===== src/rtl/dhfk_pkg.sv =====
// Shared types, constants and fixed-point helpers for the DH chain forward kinematics block.
// No dependencies.
package dhfk_pkg;

  localparam int JOINT_COUNT  = 7;
  localparam int ANGLE_W      = 16;
  localparam int ROT_W        = 16;
  localparam int POS_W        = 20;
  localparam int ACC_W        = 21;
  localparam int OFS_W        = 16;
  localparam int CORDIC_STEPS = 16;
  localparam int CX_W         = 34;
  localparam int CZ_W         = 20;
  localparam int SC_LAT       = CORDIC_STEPS + 2;

  localparam logic signed [ANGLE_W:0] HALF_PI_Q13 = 17'sd12868;
  localparam logic signed [ANGLE_W:0] PI_Q13      = 17'sd25736;
  localparam logic signed [CX_W-1:0]  GAIN_Q30    = 34'sd652032874;
  localparam logic signed [ROT_W-1:0] ONE_Q14     = 16'sd16384;

  typedef enum logic [1:0] {
    CFG_MIRROR  = 2'd0,
    CFG_UPPER   = 2'd1,
    CFG_FOREARM = 2'd2,
    CFG_WRIST   = 2'd3
  } cfg_idx_t;

  typedef enum logic [1:0] {
    TW_PLUS,
    TW_MINUS,
    TW_ZERO
  } twist_t;

  typedef logic signed [ROT_W-1:0] rot_t;
  typedef logic signed [ACC_W-1:0] acc_t;

  typedef struct packed {
    rot_t [8:0] rot;  // row-major
    acc_t [2:0] pos;
  } chain_t;

  typedef struct packed {
    rot_t [JOINT_COUNT-1:0] s;
    rot_t [JOINT_COUNT-1:0] c;
  } sc_t;

  function automatic logic signed [CZ_W-1:0] atan_at(input logic [3:0] i);
    logic signed [CZ_W-1:0] r;
    case (i)
      4'd0:    r = 20'sd51472;
      4'd1:    r = 20'sd30386;
      4'd2:    r = 20'sd16055;
      4'd3:    r = 20'sd8150;
      4'd4:    r = 20'sd4091;
      4'd5:    r = 20'sd2047;
      4'd6:    r = 20'sd1024;
      4'd7:    r = 20'sd512;
      4'd8:    r = 20'sd256;
      4'd9:    r = 20'sd128;
      4'd10:   r = 20'sd64;
      4'd11:   r = 20'sd32;
      4'd12:   r = 20'sd16;
      4'd13:   r = 20'sd8;
      4'd14:   r = 20'sd4;
      default: r = 20'sd2;
    endcase
    return r;
  endfunction

  // floor((v + 2^13) / 2^14), clamped to +-1.0
  function automatic rot_t round_q14(input logic signed [33:0] v);
    logic signed [33:0] t;
    rot_t r;
    t = (v + 34'sd8192) >>> 14;
    if (t > 34'sd16384)       r = ONE_Q14;
    else if (t < -34'sd16384) r = -ONE_Q14;
    else                      r = t[ROT_W-1:0];
    return r;
  endfunction

endpackage


===== src/rtl/dhfk_sincos_lane.sv =====
// One sine/cosine lane: quadrant fold, 16 pipelined CORDIC steps, round and clamp.
// Depends on dhfk_pkg.
module dhfk_sincos_lane (
  input  logic                                clk,
  input  logic                                en,
  input  logic signed [dhfk_pkg::ANGLE_W-1:0] angle,
  output dhfk_pkg::rot_t                      sin_q,
  output dhfk_pkg::rot_t                      cos_q
);

  localparam int N = dhfk_pkg::CORDIC_STEPS;

  logic signed [dhfk_pkg::CX_W-1:0] x_r [0:N];
  logic signed [dhfk_pkg::CX_W-1:0] y_r [0:N];
  logic signed [dhfk_pkg::CZ_W-1:0] z_r [0:N];
  logic                             f_r [0:N];
  dhfk_pkg::rot_t                   s_r, c_r;

  logic signed [dhfk_pkg::ANGLE_W:0] a_ext, a_fold;
  logic                              flip;
  logic signed [dhfk_pkg::CX_W-1:0]  xs, ys;
  logic signed [17:0]                xq, yq;
  dhfk_pkg::rot_t                    xc, yc;

  always_comb begin
    a_ext  = {angle[dhfk_pkg::ANGLE_W-1], angle};
    a_fold = a_ext;
    flip   = 1'b0;
    if (a_ext > dhfk_pkg::HALF_PI_Q13) begin
      a_fold = a_ext - dhfk_pkg::PI_Q13;
      flip   = 1'b1;
    end else if (a_ext < -dhfk_pkg::HALF_PI_Q13) begin
      a_fold = a_ext + dhfk_pkg::PI_Q13;
      flip   = 1'b1;
    end
  end

  always_ff @(posedge clk) begin
    if (en) begin
      x_r[0] <= dhfk_pkg::GAIN_Q30;
      y_r[0] <= '0;
      // angle * 8: 17-bit folded angle plus three zero bits fills CZ_W
      z_r[0] <= {a_fold, 3'b000};
      f_r[0] <= flip;
      for (int i = 0; i < N; i++) begin
        if (!z_r[i][dhfk_pkg::CZ_W-1]) begin
          x_r[i+1] <= x_r[i] - (y_r[i] >>> i);
          y_r[i+1] <= y_r[i] + (x_r[i] >>> i);
          z_r[i+1] <= z_r[i] - dhfk_pkg::atan_at(4'(i));
        end else begin
          x_r[i+1] <= x_r[i] + (y_r[i] >>> i);
          y_r[i+1] <= y_r[i] - (x_r[i] >>> i);
          z_r[i+1] <= z_r[i] + dhfk_pkg::atan_at(4'(i));
        end
        f_r[i+1] <= f_r[i];
      end
      s_r <= f_r[N] ? -yc : yc;
      c_r <= f_r[N] ? -xc : xc;
    end
  end

  always_comb begin
    xs = x_r[N] + 34'sd32768;
    ys = y_r[N] + 34'sd32768;
    xq = xs[dhfk_pkg::CX_W-1:16];
    yq = ys[dhfk_pkg::CX_W-1:16];
    if (xq > 18'sd16384)       xc = dhfk_pkg::ONE_Q14;
    else if (xq < -18'sd16384) xc = -dhfk_pkg::ONE_Q14;
    else                       xc = xq[dhfk_pkg::ROT_W-1:0];
    if (yq > 18'sd16384)       yc = dhfk_pkg::ONE_Q14;
    else if (yq < -18'sd16384) yc = -dhfk_pkg::ONE_Q14;
    else                       yc = yq[dhfk_pkg::ROT_W-1:0];
  end

  assign sin_q = s_r;
  assign cos_q = c_r;

endmodule


===== config.mk =====
export PLATFORM = sky130hd
export DESIGN_NAME = dhfk_sincos_lane
export DESIGN_NICKNAME = d
export VERILOG_FILES = /design/src/rtl/dhfk_pkg.sv /design/src/rtl/dhfk_sincos_lane.sv
export SDC_FILE = /design/constraint.sdc
export NUM_CORES = 2
export LEC_CHECK = 0
export BUFFER_PORTS_ARGS = -buffer_cell sky130_fd_sc_hd__buf_2
export CORE_ASPECT_RATIO = 0.6
export CORE_MARGIN = 1.5
export CORE_UTILIZATION = 40
export CTS_CLUSTER_DIAMETER = 80
export DETAILED_ROUTE_END_ITERATION = 8
export GPL_TIMING_DRIVEN = 0
export PLACE_DENSITY = 0.65
export SLEW_MARGIN = 20
export SYNTH_ARGS = -nofsm -noshare
export SYNTH_HDL_FRONTEND = slang
export SYNTH_SLANG_ARGS = --single-unit

===== constraint.sdc =====
create_clock -name clk -period 5.75 [get_ports clk]
set_input_delay 0.8625 -clock clk [delete_from_list [all_inputs] [get_ports clk]]
set_output_delay 0.8625 -clock clk [all_outputs]
set_load 0.02 [all_outputs]

Yosys cells after proc, flatten, opt, wreduce, memory -nomap -nowiden. Memories as Yosys holds them, arrays and structs flattened. Index checks and enable logic that the tools add are counted.

Register bits after elaboration: 32. Memory bits (writable): 1513. Logic and storage cells: 381. Memories: 4.

Memory list: x_r (words 17, width 34, read ports 17, clocked after Yosys merged registers in 0, write ports 17, RTL line dhfk_sincos_lane.sv:13) `logic signed [dhfk_pkg::CX_W-1:0] x_r [0:N];`; y_r (words 17, width 34, read ports 17, clocked after Yosys merged registers in 0, write ports 17, RTL line dhfk_sincos_lane.sv:14) `logic signed [dhfk_pkg::CX_W-1:0] y_r [0:N];`; z_r (words 17, width 20, read ports 16, clocked after Yosys merged registers in 0, write ports 17, RTL line dhfk_sincos_lane.sv:15) `logic signed [dhfk_pkg::CZ_W-1:0] z_r [0:N];`; f_r (words 17, width 1, read ports 17, clocked after Yosys merged registers in 0, write ports 17, RTL line dhfk_sincos_lane.sv:16) `logic f_r [0:N];`.

Add/sub/neg operators: 101. $lt $le $gt $ge: 6. Muxes and demuxes: 220. Bitwise operators: 48.

Operators with widths (number): 2-to-1 mux 20 bit (80); 2-to-1 mux 34 bit (32); adder 20 bit (16); subtractor 20 bit (16); 2-to-1 mux 1 bit (100); 2-to-1 mux 16 bit (6); adder 34 x 17 -> 34 bit (second input constant) (2); adder 34 x 19 -> 34 bit (2); adder 34 x 20 -> 34 bit (2); adder 34 x 21 -> 34 bit (2); adder 34 x 22 -> 34 bit (2); adder 34 x 23 -> 34 bit (2); adder 34 x 24 -> 34 bit (2); adder 34 x 25 -> 34 bit (2); adder 34 x 26 -> 34 bit (2); adder 34 x 27 -> 34 bit (2); adder 34 x 28 -> 34 bit (2); adder 34 x 29 -> 34 bit (2); adder 34 x 30 -> 34 bit (2); adder 34 x 31 -> 34 bit (2); adder 34 x 32 -> 34 bit (2); adder 34 x 33 -> 34 bit (2); subtractor 34 x 19 -> 34 bit (2); subtractor 34 x 20 -> 34 bit (2); other kinds (24) (89).

Depth between registers and ports, before layout.
Word-level depth: 6. Depth in mapped cells: 22. Gate-level depth less buffers: 22.

Worst setup path before layout. Ideal clock, no wire load.

Path type: input port to flip-flop. From: input port en. To: memory x_r[15][32] in the netlist's numbering, data pin. Setup time: 0.261 ns. Data arrival time: 5.196 ns. Slack: 0.293 ns. Cell stages on the path: 18. Path through: and2_1 -> clkbuf_1 -> inv_1 -> clkbuf_1 -> clkbuf_1 -> o21ai_0 -> fa_1 -> a21o_1 -> a21oi_1 -> o21ai_0 -> a31oi_1 -> o21ai_1 -> a41oi_2 -> a21oi_1 -> or4_1 -> a41oi_1 -> a2111oi_0 -> a311o_1.

RTL lines: start, declared (RTL line dhfk_sincos_lane.sv:5) `input logic en,`; end, declared (RTL line dhfk_sincos_lane.sv:13).

==> reports/metrics.yaml <==
placed_design:
  dpl_cell_area_mm2: 0.113
  gp_congestion: 0.962
  io_buffers: 41
  dp_hpwl_um: 249000
  place_inst: 14900
worst_setup_path:
  ff2ff_setup_slack_ns: -0.02
  path_max_fanout: 7
  cp-start-kind: "flop"
  crit_required_ns: 6.32
  arrival_ns: 6.35
  r2r-start: "y_r[8][13]"
  crit_type: "reg -> reg"
  worstSetupEndpointType: "flop"
  rr_worst_depth: 16
  crit-reg2reg-capture: "x_r[9][33]"
synthesis:
  post-synth-top-area-cell: "edfxtp_1"
  synth_edf_count: 1285
  synthFlopType: "edfxtp_1"
  synth_cell_types: 96
  async_flop_share_pct: 0
  syn_nets: 12500
  ys.warnings.count: 0
  ys_seq_area_share_pct: 35.7
  synth.cell_area_mm2: 0.108
  avgSynthCellArea_um2: 9.55
  synth_cells: 11300
  synth_top_area_share_pct: 35.7
  ys_seq_elements: 1285
  synth_area_leaders: "edfxtp_1 (36%), ha_1 (14%), xnor2_1 (9.4%), a21oi_1 (4.7%), xor2_1 (4.2%)"
floorplanning:
  core.rowCount: 147
  initial_core_util_pct: 40.3
  die_y_um: 405
  core_mm2: 0.268
  io_pins: 50
  die_w_um: 674
  die_area_mm2: 0.273
layout:
  drive_gt1_share_pct: 5.71
  postLayoutCellArea_mm2: 0.120
  syn_to_final_growth_pct: 10.7
  finalNetCount: 12800
  stdcell_count: 15200
  final_common_cell: "edfxtp_1"
  mostFrequentLayoutCells: "edfxtp_1 (1,285), ha_1 (1,164), xnor2_1 (1,151), a21oi_1 (1,014), nor2_1 (994)"
hold_path:
  hold_depth: 1
  hold_class: "in -> reg"
  worstHoldStart: "angle[0]"
  whs_endpoint: "z_r[0][3]"
global_routing:
  grt_pass1_vias: 78000
  grt_overflow: 0
  use_met3_pct: 8.02
  met2_usage_pct: 25.0
  grt.busiest_layer: "met1"
  grt_pass1_wl_um: 474000
  antenna_found_initial: 9
  grt_use_total_pct: 22.1
  use_met1_pct: 37.7
  grt_max_degree: 58
sta:
  max_freq_mhz: 173
  worst_slew_margin_rel_pct: 15.1
  report.final.slew_viol_count: 0
  setup_viol_count_final: 1
  setup_tns_ns: -0.0215
  tightest_slew_ns: 1.26
  hold_violations: 0
  fin_ws_ns: -0.0215
  finalCritPeriodShare_pct: 100
  fin_skew_ns: 0.0865
  finalCriticalPeriod_ns: 5.77
cts:
  cts_max_level: 4
  clk_latency_ns: 0.86
  clockBufferDepth: 4
  clock_tree.root_cell: "clkbuf_16"
  cts_hold_buf: 0
  numClockSinks: 1285
  cts_tree: "built"
  cts.reportedPaths.clkPinSlew_ns: 0.07
  cts_buffers: 149
routing:
  avgViaCountPerCell: 5.80
  postRouteAntennaNets: 0
  firstDrtPassIters: 6
  post-route-drc-count: 0
  route.final.wire_length_um: 313000
  wl_per_cell_um: 20.5
  drtIter0Drc: 10700
  vias: 88300
status:
  violations: "negative setup slack"
  status: "finished with violations"
run:
  drv_cap: 0
-- routing by layer --
layer / part of all wire, % / routed length (um) / vias up
li1: - / - / 42400
met5: 0.11 / 351 / -
met1: 53 / 164000 / 41800
met3: 14 / 42500 / 265
met2: 32 / 101000 / 3854
met4: 1.4 / 4340 / 8
-- worst max path at each step --
stage               slack (ns)       start          end  cells past startpoint
global route             -0.03          en  x_r[10][32]                     22
floorplan                 0.29          en  x_r[15][32]                     18
finish                   -0.02  y_r[8][13]   x_r[9][33]                     16
global placement         -5.83          en   x_r[4][32]                     21
CTS                      -0.03          en  x_r[10][32]                     21
detailed placement       -3.79          en   x_r[4][32]                     22
-- timing repair --
action | CTS | global route
gates cloned | 1 | 1
setup buffers | 19 | 20
pin swaps | 11 | 16
resized for setup | 129 | 138
setup endpoints to repair | 553 | 121
-- sequential cells by signal, indices dropped and copies added (netlist names) --
name,flops
cos_q,16
f_r,17
sin_q,16
x_r,469
y_r,496
z_r,271
-- per-stage QoR --
stage          hold slack [ns]  utilization [%]  worst slack (ns)
4_1_cts                  0.218             44.3           -0.0327
6_report                 0.275             44.6           -0.0215
3_3_place_gp             0.402             42.0             -5.83
3_5_place_dp             0.405             42.3             -3.79
2_1_floorplan            0.400                -             0.293
5_1_grt                  0.240             44.6           -0.0332
-- cells in the mapped netlist, types with 39 or more instances --
cell type and n:
fa_1 43, and3_1 90, o31ai_1 109, and2_1 62, ha_1 1168, nand2_1 636, a31oi_1 108, clkbuf_1 191
o21ai_0 646, a21oi_1 1017, or3_1 90, xor2_1 516, a211oi_1 102, nor2b_1 159, mux2i_1 64, o21a_1 191
nand3_1 209, o21bai_1 131, nor2_1 996, o41ai_1 71, nand4_1 83, inv_1 453, nor4_1 95, edfxtp_1 1285
nor3_1 317, or2_2 52, xnor2_1 1159, nand2b_1 207, o211ai_1 40, a21o_1 444, mux2_2 39
-- area by class of cell --
| class | count | area [um^2] |
|---|---|---|
| Timing Repair Buffer | 102 | 1060 |
| Buffer | 213 | 1020 |
| Tap cell | 3576 | 4470 |
| Clock buffer | 166 | 3880 |
| Antenna cell | 2 | 5.00 |
| Sequential cell | 1285 | 38600 |
| Multi-Input combinational cell | 9342 | 67700 |
| Clock inverter | 91 | 1110 |
| Inverter | 460 | 1750 |
| Fill cell | 25500 | 148000 |
-- cells by family after synthesis --
group	count (synthesis)	synth area share, %
AOI/OAI and AO/OA	3211	18.9
and+or+nand+nor	3142	14.1
xor gates and xnor gates	1675	13.6
DFF	1285	35.7
adders and majority gates	1211	14.3
buffers and inverters	685	2.39
muxes	103	1.00
-- worst max-delay path, cell delays in order, from the launching register on --
cell and delay [ns]:
edfxtp_1 0.54, or3_1 0.45, or4_1 0.60, or4_4 0.57, nand2_1 0.12, xnor2_1 0.36
ha_1 0.48, a21o_1 0.25, a2111oi_0 0.51, o21ai_0 0.29, nor3b_1 0.21, a2111o_1 0.48
nand2_1 0.13, o211a_1 0.19, o21bai_1 0.08, a21oi_1 0.18, xnor2_1 0.07
Power is not shown: default switching activity piles up to over one toggle a cycle in this logic, so the estimate is an artifact.
